`src/rtl/erg_pkg.sv`:
```
// ----------------------------------------------------------------------------
// erg_pkg
// Shared types and constants for the eased ramp generator.
// ----------------------------------------------------------------------------
`timescale 1ns / 1ps

package erg_pkg;

	// Q0.16 fraction, plus one extra bit so 1.0 can be held
	localparam int FRAC_BITS  = 16;
	localparam int CURVE_BITS = FRAC_BITS + 1;

	localparam logic [CURVE_BITS-1:0] ONE_Q16  = 17'h1_0000;
	localparam logic [FRAC_BITS-1:0]  MAX_Q16  = 16'hFFFF;
	localparam logic [FRAC_BITS-1:0]  HALF_Q16 = 16'h8000;

	typedef enum logic [1:0] {
		OP_TICK = 2'd0,
		OP_MOVE = 2'd1,
		OP_SNAP = 2'd2
	} opcode_t;

	typedef enum logic [1:0] {
		EASE_LINEAR       = 2'd0,
		EASE_CUBIC_IN     = 2'd1,
		EASE_CUBIC_OUT    = 2'd2,
		EASE_CUBIC_IN_OUT = 2'd3
	} ease_t;

	// register file: word index taken from paddr[CFG_ADDR_BITS-1:2]
	localparam int         CFG_ADDR_BITS      = 3;
	localparam logic [0:0] REG_MOTION_ENABLED = 1'b0;

	// status of a serial arithmetic unit
	typedef struct packed {
		logic busy;
		logic done;
	} unit_status_t;

endpackage

```
`src/rtl/erg_serial_mul.sv`:
```
// ----------------------------------------------------------------------------
// erg_serial_mul
// Unsigned shift-add multiplier, one multiplier bit per cycle, LSB first.
// ----------------------------------------------------------------------------
`timescale 1ns / 1ps

module erg_serial_mul #(
	parameter int A_BITS = 17
) (
	input  logic                                     clk,
	input  logic                                     arst_n,
	input  logic                                     start,
	input  logic [A_BITS-1:0]                        a,
	input  logic [erg_pkg::CURVE_BITS-1:0]           b,
	output erg_pkg::unit_status_t                    status,
	output logic [A_BITS+erg_pkg::CURVE_BITS-1:0]    product
);
	import erg_pkg::*;

	localparam int P_BITS   = A_BITS + CURVE_BITS;
	localparam int CNT_BITS = $clog2(CURVE_BITS);
	localparam logic [CNT_BITS-1:0] LAST_STEP = CNT_BITS'(CURVE_BITS - 1);

	logic                busy_q;
	logic                done_q;
	logic [CNT_BITS-1:0] cnt_q;
	logic [A_BITS-1:0]   a_q;
	logic [P_BITS-1:0]   p_q;
	logic [A_BITS:0]     sum;

	// upper half accumulates, lower half holds the unused multiplier bits
	assign sum = {1'b0, p_q[P_BITS-1:CURVE_BITS]} + (p_q[0] ? {1'b0, a_q} : '0);

	always_ff @(posedge clk or negedge arst_n) begin
		if (!arst_n) begin
			busy_q <= 1'b0;
			done_q <= 1'b0;
			cnt_q  <= '0;
		end else begin
			done_q <= busy_q && (cnt_q == LAST_STEP);
			if (start) begin
				busy_q <= 1'b1;
				cnt_q  <= '0;
			end else if (busy_q) begin
				cnt_q <= cnt_q + 1'b1;
				if (cnt_q == LAST_STEP) begin
					busy_q <= 1'b0;
				end
			end
		end
	end

	always_ff @(posedge clk) begin
		if (start) begin
			a_q <= a;
			p_q <= P_BITS'(b);
		end else if (busy_q) begin
			p_q <= {sum, p_q[CURVE_BITS-1:1]};
		end
	end

	assign status.busy = busy_q;
	assign status.done = done_q;
	assign product     = p_q;

endmodule

```
`src/rtl/erg_serial_div.sv`:
```
// ----------------------------------------------------------------------------
// erg_serial_div
// Restoring divider giving the Q0.16 fraction num/den, one quotient bit per
// cycle. Expects num < den.
// ----------------------------------------------------------------------------
`timescale 1ns / 1ps

module erg_serial_div #(
	parameter int T_BITS = 16
) (
	input  logic                           clk,
	input  logic                           arst_n,
	input  logic                           start,
	input  logic [T_BITS-1:0]              num,
	input  logic [T_BITS-1:0]              den,
	output erg_pkg::unit_status_t          status,
	output logic [erg_pkg::FRAC_BITS-1:0]  quot
);
	import erg_pkg::*;

	localparam int CNT_BITS = $clog2(FRAC_BITS);
	localparam logic [CNT_BITS-1:0] LAST_STEP = CNT_BITS'(FRAC_BITS - 1);

	logic                 busy_q;
	logic                 done_q;
	logic [CNT_BITS-1:0]  cnt_q;
	logic [T_BITS-1:0]    rem_q;
	logic [T_BITS-1:0]    den_q;
	logic [FRAC_BITS-1:0] quot_q;
	logic [T_BITS:0]      rem2;
	logic [T_BITS:0]      diff;
	logic                 ge;

	// remainder stays below den, so the doubled value fits in T_BITS+1
	assign rem2 = {rem_q, 1'b0};
	assign diff = rem2 - {1'b0, den_q};
	assign ge   = (rem2 >= {1'b0, den_q});

	always_ff @(posedge clk or negedge arst_n) begin
		if (!arst_n) begin
			busy_q <= 1'b0;
			done_q <= 1'b0;
			cnt_q  <= '0;
		end else begin
			done_q <= busy_q && (cnt_q == LAST_STEP);
			if (start) begin
				busy_q <= 1'b1;
				cnt_q  <= '0;
			end else if (busy_q) begin
				cnt_q <= cnt_q + 1'b1;
				if (cnt_q == LAST_STEP) begin
					busy_q <= 1'b0;
				end
			end
		end
	end

	always_ff @(posedge clk) begin
		if (start) begin
			rem_q <= num;
			den_q <= den;
		end else if (busy_q) begin
			rem_q  <= ge ? diff[T_BITS-1:0] : rem2[T_BITS-1:0];
			quot_q <= {quot_q[FRAC_BITS-2:0], ge};
		end
	end

	assign status.busy = busy_q;
	assign status.done = done_q;
	assign quot        = quot_q;

endmodule

```
`src/rtl/eased_ramp_generator_top.sv`:
```
// ----------------------------------------------------------------------------
// eased_ramp_generator_top
// Moves a signed Q1.15 value toward a target over a duration in milliseconds
// along a linear or cubic ease-in, ease-out or ease-in-out curve. Every
// transaction (tick, move or snap) returns exactly one result. Snaps, moves,
// idle ticks and ticks that end a ramp go from decode straight to the output
// state. A tick in the middle of a ramp runs a bit-serial divide for the
// progress fraction and then one (linear) or three (cubic curves) passes of a
// shared bit-serial multiplier; no new transaction is taken until the result
// is loaded. A finished result sits in an output register while the next
// transaction is taken. motion_enabled is written through the APB port at
// byte address 0.
// ----------------------------------------------------------------------------
`timescale 1ns / 1ps

module eased_ramp_generator_top #(
	parameter int VALUE_BITS = 16,
	parameter int TIME_BITS  = 16
) (
	input  logic                               clk,
	input  logic                               arst_n,
	// input channel
	input  logic                               in_valid,
	output logic                               in_stall,
	input  logic [1:0]                         opcode,
	input  logic signed [15:0]                 target_value,
	input  logic [15:0]                        duration_ms,
	input  logic [1:0]                         ease_select,
	input  logic [15:0]                        delta_ms,
	// output channel
	output logic                               out_valid,
	input  logic                               out_stall,
	output logic signed [15:0]                 current_value,
	output logic                               changed,
	output logic                               moving,
	// configuration
	input  logic                               psel,
	input  logic                               penable,
	input  logic                               pwrite,
	input  logic [erg_pkg::CFG_ADDR_BITS-1:0]  paddr,
	input  logic [31:0]                        pwdata,
	output logic [31:0]                        prdata,
	output logic                               pready
);
	import erg_pkg::*;

	localparam int SPAN_BITS   = VALUE_BITS + 1;
	localparam int MUL_A_BITS  = (SPAN_BITS > CURVE_BITS) ? SPAN_BITS : CURVE_BITS;
	localparam int MUL_P_BITS  = MUL_A_BITS + CURVE_BITS;

	localparam logic [2:0] ST_IDLE   = 3'd0;
	localparam logic [2:0] ST_DECODE = 3'd1;
	localparam logic [2:0] ST_DIV    = 3'd2;
	localparam logic [2:0] ST_SQUARE = 3'd3;
	localparam logic [2:0] ST_CUBE   = 3'd4;
	localparam logic [2:0] ST_SCALE  = 3'd5;
	localparam logic [2:0] ST_PUT    = 3'd6;

	logic [2:0]                    state_q;
	logic                          motion_enabled_q;

	// ramp state
	logic signed [VALUE_BITS-1:0]  start_q;
	logic signed [VALUE_BITS-1:0]  present_q;
	logic signed [VALUE_BITS-1:0]  goal_q;
	logic [TIME_BITS-1:0]          elapsed_q;
	logic [TIME_BITS-1:0]          total_q;
	logic [1:0]                    ease_q;

	// latched transaction
	logic [1:0]                    op_q;
	logic signed [VALUE_BITS-1:0]  target_q;
	logic [TIME_BITS-1:0]          dur_q;
	logic [1:0]                    ease_in_q;
	logic [TIME_BITS-1:0]          delta_q;

	// tick working registers
	logic [FRAC_BITS-1:0]          t_q;
	logic [CURVE_BITS-1:0]         x_q;
	logic [SPAN_BITS-1:0]          mag_q;
	logic                          span_neg_q;
	logic                          changed_q;

	// output register
	logic                          out_valid_q;
	logic signed [15:0]            current_value_q;
	logic                          changed_out_q;
	logic                          moving_q;

	logic                          moving_now;
	logic [TIME_BITS:0]            elapsed_sum;
	logic [TIME_BITS-1:0]          elapsed_next;
	logic signed [SPAN_BITS-1:0]   span;
	logic [SPAN_BITS-1:0]          span_mag;
	logic [CURVE_BITS-1:0]         x_from_t;
	logic [CURVE_BITS-1:0]         prod_q16;
	logic [CURVE_BITS-1:0]         ease_out_v;
	logic [CURVE_BITS-1:0]         in_out_hi_v;
	logic [CURVE_BITS+1:0]         in_out_lo_v;
	logic [FRAC_BITS-1:0]          curve;
	logic [SPAN_BITS-1:0]          step;
	logic [SPAN_BITS-1:0]          step_signed;
	logic [SPAN_BITS-1:0]          new_sum;
	logic signed [VALUE_BITS-1:0]  new_value;
	logic                          out_load;
	logic                          cfg_write;
	logic [0:0]                    reg_idx;

	logic                          div_start;
	unit_status_t                  div_status;
	logic [FRAC_BITS-1:0]          div_quot;

	logic                          mul_start;
	logic [MUL_A_BITS-1:0]         mul_a;
	logic [CURVE_BITS-1:0]         mul_b;
	unit_status_t                  mul_status;
	logic [MUL_P_BITS-1:0]         mul_product;

	// ------------------------------------------------------------------
	// configuration port
	// ------------------------------------------------------------------
	assign pready    = 1'b1;
	assign reg_idx   = paddr[CFG_ADDR_BITS-1:2];
	assign cfg_write = psel && penable && pwrite && pready;

	always_comb begin
		prdata = '0;
		if (reg_idx == REG_MOTION_ENABLED) begin
			prdata[0] = motion_enabled_q;
		end
	end

	// ------------------------------------------------------------------
	// datapath
	// ------------------------------------------------------------------
	assign moving_now   = (elapsed_q < total_q);
	assign elapsed_sum  = {1'b0, elapsed_q} + {1'b0, delta_q};
	assign elapsed_next = (elapsed_sum < {1'b0, total_q}) ? elapsed_sum[TIME_BITS-1:0] : total_q;

	assign span     = SPAN_BITS'(goal_q) - SPAN_BITS'(start_q);
	assign span_mag = span[SPAN_BITS-1] ? (~span + 1'b1) : span;

	// curve input from the progress fraction
	always_comb begin
		case (ease_q)
			EASE_CUBIC_OUT:    x_from_t = ONE_Q16 - {1'b0, div_quot};
			EASE_CUBIC_IN_OUT: begin
				if (div_quot < HALF_Q16) begin
					x_from_t = {1'b0, div_quot};
				end else begin
					x_from_t = (ONE_Q16 - {1'b0, div_quot}) << 1;
				end
			end
			default:           x_from_t = {1'b0, div_quot};
		endcase
	end

	// product >> 16: x^2 in the square pass, x^3 in the cube pass
	assign prod_q16    = mul_product[FRAC_BITS +: CURVE_BITS];
	assign ease_out_v  = ONE_Q16 - prod_q16;
	assign in_out_hi_v = ONE_Q16 - (prod_q16 >> 1);
	assign in_out_lo_v = {prod_q16, 2'b00};

	always_comb begin
		case (ease_q)
			EASE_CUBIC_IN:  curve = prod_q16[FRAC_BITS-1:0];
			EASE_CUBIC_OUT: curve = ease_out_v[FRAC_BITS] ? MAX_Q16 : ease_out_v[FRAC_BITS-1:0];
			EASE_CUBIC_IN_OUT: begin
				if (t_q < HALF_Q16) begin
					curve = (|in_out_lo_v[CURVE_BITS+1:FRAC_BITS]) ? MAX_Q16
						: in_out_lo_v[FRAC_BITS-1:0];
				end else begin
					curve = in_out_hi_v[FRAC_BITS] ? MAX_Q16 : in_out_hi_v[FRAC_BITS-1:0];
				end
			end
			default:        curve = t_q;
		endcase
	end

	// step is truncated toward zero: scale the magnitude, then restore the sign
	assign step        = mul_product[FRAC_BITS +: SPAN_BITS];
	assign step_signed = span_neg_q ? (~step + 1'b1) : step;
	assign new_sum     = SPAN_BITS'(start_q) + step_signed;
	assign new_value   = new_sum[VALUE_BITS-1:0];

	// ------------------------------------------------------------------
	// serial units
	// ------------------------------------------------------------------
	assign div_start = (state_q == ST_DECODE) && (op_q == OP_TICK) && moving_now
		&& (elapsed_next != total_q);

	erg_serial_div #(
		.T_BITS (TIME_BITS)
	) u_div (
		.clk    (clk),
		.arst_n (arst_n),
		.start  (div_start),
		.num    (elapsed_next),
		.den    (total_q),
		.status (div_status),
		.quot   (div_quot)
	);

	always_comb begin
		mul_start = 1'b0;
		mul_a     = '0;
		mul_b     = '0;
		case (state_q)
			ST_DIV: begin
				if (div_status.done) begin
					mul_start = 1'b1;
					if (ease_q == EASE_LINEAR) begin
						mul_a = MUL_A_BITS'(mag_q);
						mul_b = {1'b0, div_quot};
					end else begin
						mul_a = MUL_A_BITS'(x_from_t);
						mul_b = x_from_t;
					end
				end
			end
			ST_SQUARE: begin
				if (mul_status.done) begin
					mul_start = 1'b1;
					mul_a     = MUL_A_BITS'(prod_q16);
					mul_b     = x_q;
				end
			end
			ST_CUBE: begin
				if (mul_status.done) begin
					mul_start = 1'b1;
					mul_a     = MUL_A_BITS'(mag_q);
					mul_b     = {1'b0, curve};
				end
			end
			default: begin
			end
		endcase
	end

	erg_serial_mul #(
		.A_BITS (MUL_A_BITS)
	) u_mul (
		.clk     (clk),
		.arst_n  (arst_n),
		.start   (mul_start),
		.a       (mul_a),
		.b       (mul_b),
		.status  (mul_status),
		.product (mul_product)
	);

	// ------------------------------------------------------------------
	// sequencer and ramp state
	// ------------------------------------------------------------------
	assign out_load = (state_q == ST_PUT) && (!out_valid_q || !out_stall);

	always_ff @(posedge clk or negedge arst_n) begin
		if (!arst_n) begin
			state_q          <= ST_IDLE;
			motion_enabled_q <= 1'b1;
			out_valid_q      <= 1'b0;
			start_q          <= '0;
			present_q        <= '0;
			goal_q           <= '0;
			elapsed_q        <= '0;
			total_q          <= '0;
			ease_q           <= EASE_LINEAR;
		end else begin
			if (cfg_write && (reg_idx == REG_MOTION_ENABLED)) begin
				motion_enabled_q <= pwdata[0];
			end

			if (out_load) begin
				out_valid_q <= 1'b1;
			end else if (!out_stall) begin
				out_valid_q <= 1'b0;
			end

			case (state_q)
				ST_IDLE: begin
					if (in_valid) begin
						state_q <= ST_DECODE;
					end
				end
				ST_DECODE: begin
					state_q <= ST_PUT;
					case (op_q)
						OP_TICK: begin
							if (moving_now) begin
								elapsed_q <= elapsed_next;
								if (elapsed_next == total_q) begin
									present_q <= goal_q;
								end else begin
									state_q <= ST_DIV;
								end
							end
						end
						OP_MOVE: begin
							if (target_q == goal_q && moving_now) begin
								// already heading there
							end else if (target_q == present_q && !moving_now) begin
								// already at rest there
							end else if (!motion_enabled_q || dur_q == '0) begin
								start_q   <= target_q;
								present_q <= target_q;
								goal_q    <= target_q;
								elapsed_q <= '0;
								total_q   <= '0;
							end else begin
								start_q   <= present_q;
								goal_q    <= target_q;
								total_q   <= dur_q;
								elapsed_q <= '0;
								ease_q    <= ease_in_q;
							end
						end
						OP_SNAP: begin
							start_q   <= target_q;
							present_q <= target_q;
							goal_q    <= target_q;
							elapsed_q <= '0;
							total_q   <= '0;
						end
						default: begin
						end
					endcase
				end
				ST_DIV: begin
					if (div_status.done) begin
						state_q <= (ease_q == EASE_LINEAR) ? ST_SCALE : ST_SQUARE;
					end
				end
				ST_SQUARE: begin
					if (mul_status.done) begin
						state_q <= ST_CUBE;
					end
				end
				ST_CUBE: begin
					if (mul_status.done) begin
						state_q <= ST_SCALE;
					end
				end
				ST_SCALE: begin
					if (mul_status.done) begin
						present_q <= new_value;
						state_q   <= ST_PUT;
					end
				end
				ST_PUT: begin
					if (out_load) begin
						state_q <= ST_IDLE;
					end
				end
				default: begin
					state_q <= ST_IDLE;
				end
			endcase
		end
	end

	always_ff @(posedge clk) begin
		if (state_q == ST_IDLE && in_valid) begin
			op_q      <= opcode;
			target_q  <= VALUE_BITS'(target_value);
			dur_q     <= TIME_BITS'(duration_ms);
			ease_in_q <= ease_select;
			delta_q   <= TIME_BITS'(delta_ms);
		end
		if (state_q == ST_DECODE) begin
			mag_q      <= span_mag;
			span_neg_q <= span[SPAN_BITS-1];
			changed_q  <= (op_q == OP_TICK) && moving_now && (elapsed_next == total_q)
				&& (goal_q != present_q);
		end
		if (state_q == ST_DIV && div_status.done) begin
			t_q <= div_quot;
			x_q <= x_from_t;
		end
		if (state_q == ST_SCALE && mul_status.done) begin
			changed_q <= (new_value != present_q);
		end
		if (out_load) begin
			current_value_q <= 16'(present_q);
			changed_out_q   <= changed_q;
			moving_q        <= moving_now;
		end
	end

	assign in_stall      = (state_q != ST_IDLE);
	assign out_valid     = out_valid_q;
	assign current_value = current_value_q;
	assign changed       = changed_out_q;
	assign moving        = moving_q;

	// ------------------------------------------------------------------
	// assertions
	// ------------------------------------------------------------------
`ifndef ASSERT_OFF
	a_elapsed_bounded: assert property (@(posedge clk) disable iff (!arst_n)
		elapsed_q <= total_q)
		else $error("elapsed time ran past the ramp duration");

	a_rest_on_goal: assert property (@(posedge clk) disable iff (!arst_n)
		(elapsed_q == total_q) |-> (present_q == goal_q))
		else $error("value at rest is not on the goal");

	a_mul_done_in_curve: assert property (@(posedge clk) disable iff (!arst_n)
		mul_status.done |->
			(state_q == ST_SQUARE || state_q == ST_CUBE || state_q == ST_SCALE))
		else $error("multiplier finished outside a multiply step");

	a_units_exclusive: assert property (@(posedge clk) disable iff (!arst_n)
		!(mul_status.busy && div_status.busy))
		else $error("divider and multiplier busy together");
`endif

endmodule
```
`config.mk`:
```
export PLATFORM = sky130hd
export DESIGN_NAME = eased_ramp_generator_top
export DESIGN_NICKNAME = d
export VERILOG_FILES = /design/src/rtl/erg_pkg.sv /design/src/rtl/erg_serial_mul.sv /design/src/rtl/erg_serial_div.sv /design/src/rtl/eased_ramp_generator_top.sv
export SDC_FILE = /design/constraint.sdc
export NUM_CORES = 1
export LEC_CHECK = 0
export ABC_AREA = 1
export BUFFER_PORTS_ARGS = -buffer_cell sky130_fd_sc_hd__buf_2
export CORE_ASPECT_RATIO = 2
export CORE_MARGIN = 1.5
export CORE_UTILIZATION = 47
export DETAILED_ROUTE_END_ITERATION = 10
export PLACE_DENSITY_LB_ADDON = 0.3
export SETUP_SLACK_MARGIN = 0.4
export SKIP_CTS_REPAIR_TIMING = 1
export SLEW_MARGIN = 20
export SYNTH_ARGS = -nofsm -noshare
export SYNTH_HDL_FRONTEND = slang
export SYNTH_SLANG_ARGS = --single-unit
```
`constraint.sdc`:
```
create_clock -name clk -period 5.5 [get_ports clk]
set_input_delay 0.55 -clock clk [delete_from_list [all_inputs] [get_ports clk]]
set_output_delay 0.55 -clock clk [all_outputs]
set_load 0.01 [all_outputs]
```
==> out/qor.yml <==
run_status:
  outcome: "finished with violations"
  violations: "DRC"
place:
  port-buffer-count: 81
  place_congestion: 0.989
  dp_hpwl_microns: 49300
  dpl_cell_area_sq_um: 22000
  dp_slack_ns: 1.05
  dp.cells: 3143
power_and_ir_drop:
  power_mw: 15.9
  power.density_nw_per_um2: 690
  p_leak_nw: 10.2
  ir_worst_vdd_uv: 440
drt:
  wire_per_inst_microns: 19.9
  drt_iter0_drc: 1315
  drc: 3
  dr_total_vias: 18292
  ant_nets: 0
  wl_microns: 63600
  dr.pass1.iters: 11
  viasPerCell: 5.71
layout:
  final_nets: 2843
  stdcell_area_sq_um: 23000
  most-common-layout-cells: "nand2_1 (550), inv_1 (294), o21ai_0 (227)"
  final_common_cell: "nand2_1"
  drive_gt1_frac: 0.0858
  diodes: 0
  syn_to_final_growth_pct: 8.99
  final_cells: 3202
timing:
  hold_violations: 0
  setup_viol: 0
  rsz0062_at_grt: "false"
  finalWorstSetupSlack_ns: 0.987
  fin_crit_ns: 4.51
  max_freq_mhz: 222
  slew_viol_final: 0
  slew_headroom: 0.357
  period_share: 0.821
  worst_slew_pin_slew_ns: 0.961
  final.setup.tns_ns: 0
  skew_ns: 0.0280
synthesis:
  synth.cell_area_sq_um: 21100
  synth.mux.area_fraction: 0
  synth_area_per_cell_sq_um: 8.25
  synth_enable_flop_cells: 204
  yosys-top-cells-area: "edfxtp_1 (29%), dfrtp_1 (12%), nand2_1 (9.8%), ha_1 (7.2%), o21ai_0 (5.4%)"
  synth_fa_ha_area_frac: 0.0770
  async_reset_ff_frac: 0.312
  synth_top_area_frac: 0.290
  yosysTopAreaCell: "edfxtp_1"
  ys_warn_count: 0
  synthCells: 2561
  ys_seq_elements: 321
  synth-simple-area-share: 0.206
  synth_top_family_by_area: "simple AND/OR/NAND/NOR gates"
  ys_seq_area_frac: 0.425
  synth-xor-area-share: 0.0584
  synth_compound_area_frac: 0.151
  synth.distinct_cells: 60
  synth_flop_cell: "edfxtp_1"
setup_path:
  startpoint_type: "flop"
  worst-path-stages: 22
  crit_required_ns: 5.86
  critical_path_buf_inv_count: 2
  cp.arrival_ns: 4.87
  startpoint: "u_mul.product[16]"
  reg2reg_depth: 22
  worst-path-max-fanout: 7
  rr_startpoint: "u_mul.product[16]"
  cp_cell_sequence: "inv_1 > ha_1 > nand2_1 > nor2_1 > inv_1 > nor2_1 > nand2_1 > nor3_1 > xor2_1 > o21ai_0 > ha_1 > nand2_1 > a21oi_1 > a211oi_1 > nand3_1 > xor2_1 > xnor2_1 > nand3_1 > nor3_1 > nand4_1 > nand2_1 > nand2_1"
  crit_family: "simple AND/OR/NAND/NOR gates"
  setup.worst_path.end_class: "flop"
  criticalPathCategory: "reg -> reg"
  crit_path_frequent_cell: "nand2_1"
  cp_slowest_cell: "edfxtp_1"
  crit_path_max_incr_delay_ns: 0.51
global_routing:
  antenna_found_initial: 0
  grt_max_degree: 63
  grt_pass1_vias: 18446
  overflow: 0
  grt_pass1_wl_microns: 98400
  grt_usage: 0.275
cts:
  cts_max_level: 1
  cts_tree: "done"
  cts_root_buf: "clkbuf_16"
  cts_buffers: 31
  cts.sinks: 321
  path_clk_slew_ns: 0.07
  clkLatencyLatePin_ns: 0.60
  clockBufferDepth: 3
floorplanning:
  io_pins: 147
  die_w_microns: 153
  die_y_microns: 303
  core_sq_um: 44300
  rows: 109
  die_area_sq_um: 46300
  initial_core_util: 0.476
flow_run:
  maxCapViolations: 0
worst_hold_path:
  hp-class: "in -> async"
[synthesized netlist by cell type (all sizes together), types with 11 or more instances]
cell	n
nor4	12
nand2	567
dfxtp	17
dfrtp	99
a31oi	26
xor2	94
clkbuf	67
or2	11
a22oi	14
a21oi	138
o221ai	16
inv	301
buf	50
xnor2	46
nor3	37
nand3	129
nand4	71
o21ai	251
edfxtp	204
ha	122
o22ai	13
o211ai	31
nor2	164
[worst register-to-register path, stage by stage, from the launching register on]
cell and delay [ns]:
edfxtp_1 0.51, inv_1 0.29, ha_1 0.21, nand2_1 0.09, nor2_1 0.21, inv_1 0.08
nor2_1 0.16, nand2_1 0.16, nor3_1 0.20, xor2_1 0.21, o21ai_0 0.16, ha_1 0.39
nand2_1 0.10, a21oi_1 0.05, a211oi_1 0.24, nand3_1 0.20, xor2_1 0.32, xnor2_1 0.16
nand3_1 0.09, nor3_1 0.22, nand4_1 0.12, nand2_1 0.07, nand2_1 0.05
[cells by family (layout without fill, tap and decap cells)]
group                    after synthesis  in the layout
buffers and inverters                421            477
flip-flops                           321            321
AND/OR/NAND/NOR                     1003           1003
AO/OA/AOI/OAI                        547            547
adder cells (fa/ha/maj)              127            127
other                                  2             32
XOR/XNOR                             140            140
[final timing paths]
| kind | end | slack, ns |
|---|---|---|
| hold / removal | total_q[2] | 0.08 |
| setup / recovery | changed_q | 0.99 |
| hold reg to reg | ease_q[1] | 0.47 |
| min in group clk | op_q[1] | 0.12 |
| setup reg to reg | changed_q | 0.99 |
| max in group asynchronous | goal_q[2] | 4.27 |
[flip-flops by register name, summed over array words and instances (netlist names), 17 cells and up]
signal,count
u_mul.a_q,17
x_q,17
u_mul.product,34
mag_q,17
[layout make-up]
type	instances	area, sq um
Clock buffer	33	793
Clock inverter	25	204
Fill cell	4154	21300
Inverter	304	1140
Multi-Input combinational cell	1849	10500
Sequential cell	321	8970
Tap cell	555	694
Timing Repair Buffer	115	671
[power by group]
group          switching [mW]  internal (mW)
sequential              0.942           3.64
combinational            6.04           3.12
clock                   0.984           1.15
total                    7.97           7.91
[metal layers]
| layer | GRT usage | share of wire | vias up |
|---|---|---|---|
| met3 | 0.0317 | 0.045 | 233 |
| li1 | - | - | 8849 |
| met5 | 0 | 0 | - |
| met2 | 0.531 | 0.53 | 648 |
| met1 | 0.262 | 0.34 | 8562 |
| met4 | 0.219 | 0.086 | 0 |
[stage by stage]
step | hold WS (ns) | util
CTS | 0.0861 | 0.519
finish | 0.0781 | 0.519
detailed placement | 0.452 | 0.496
global placement | 0.435 | 0.496
floorplan | 0.254 | -
global route | 0.109 | 0.519
(Power assumes the default switching activity.)
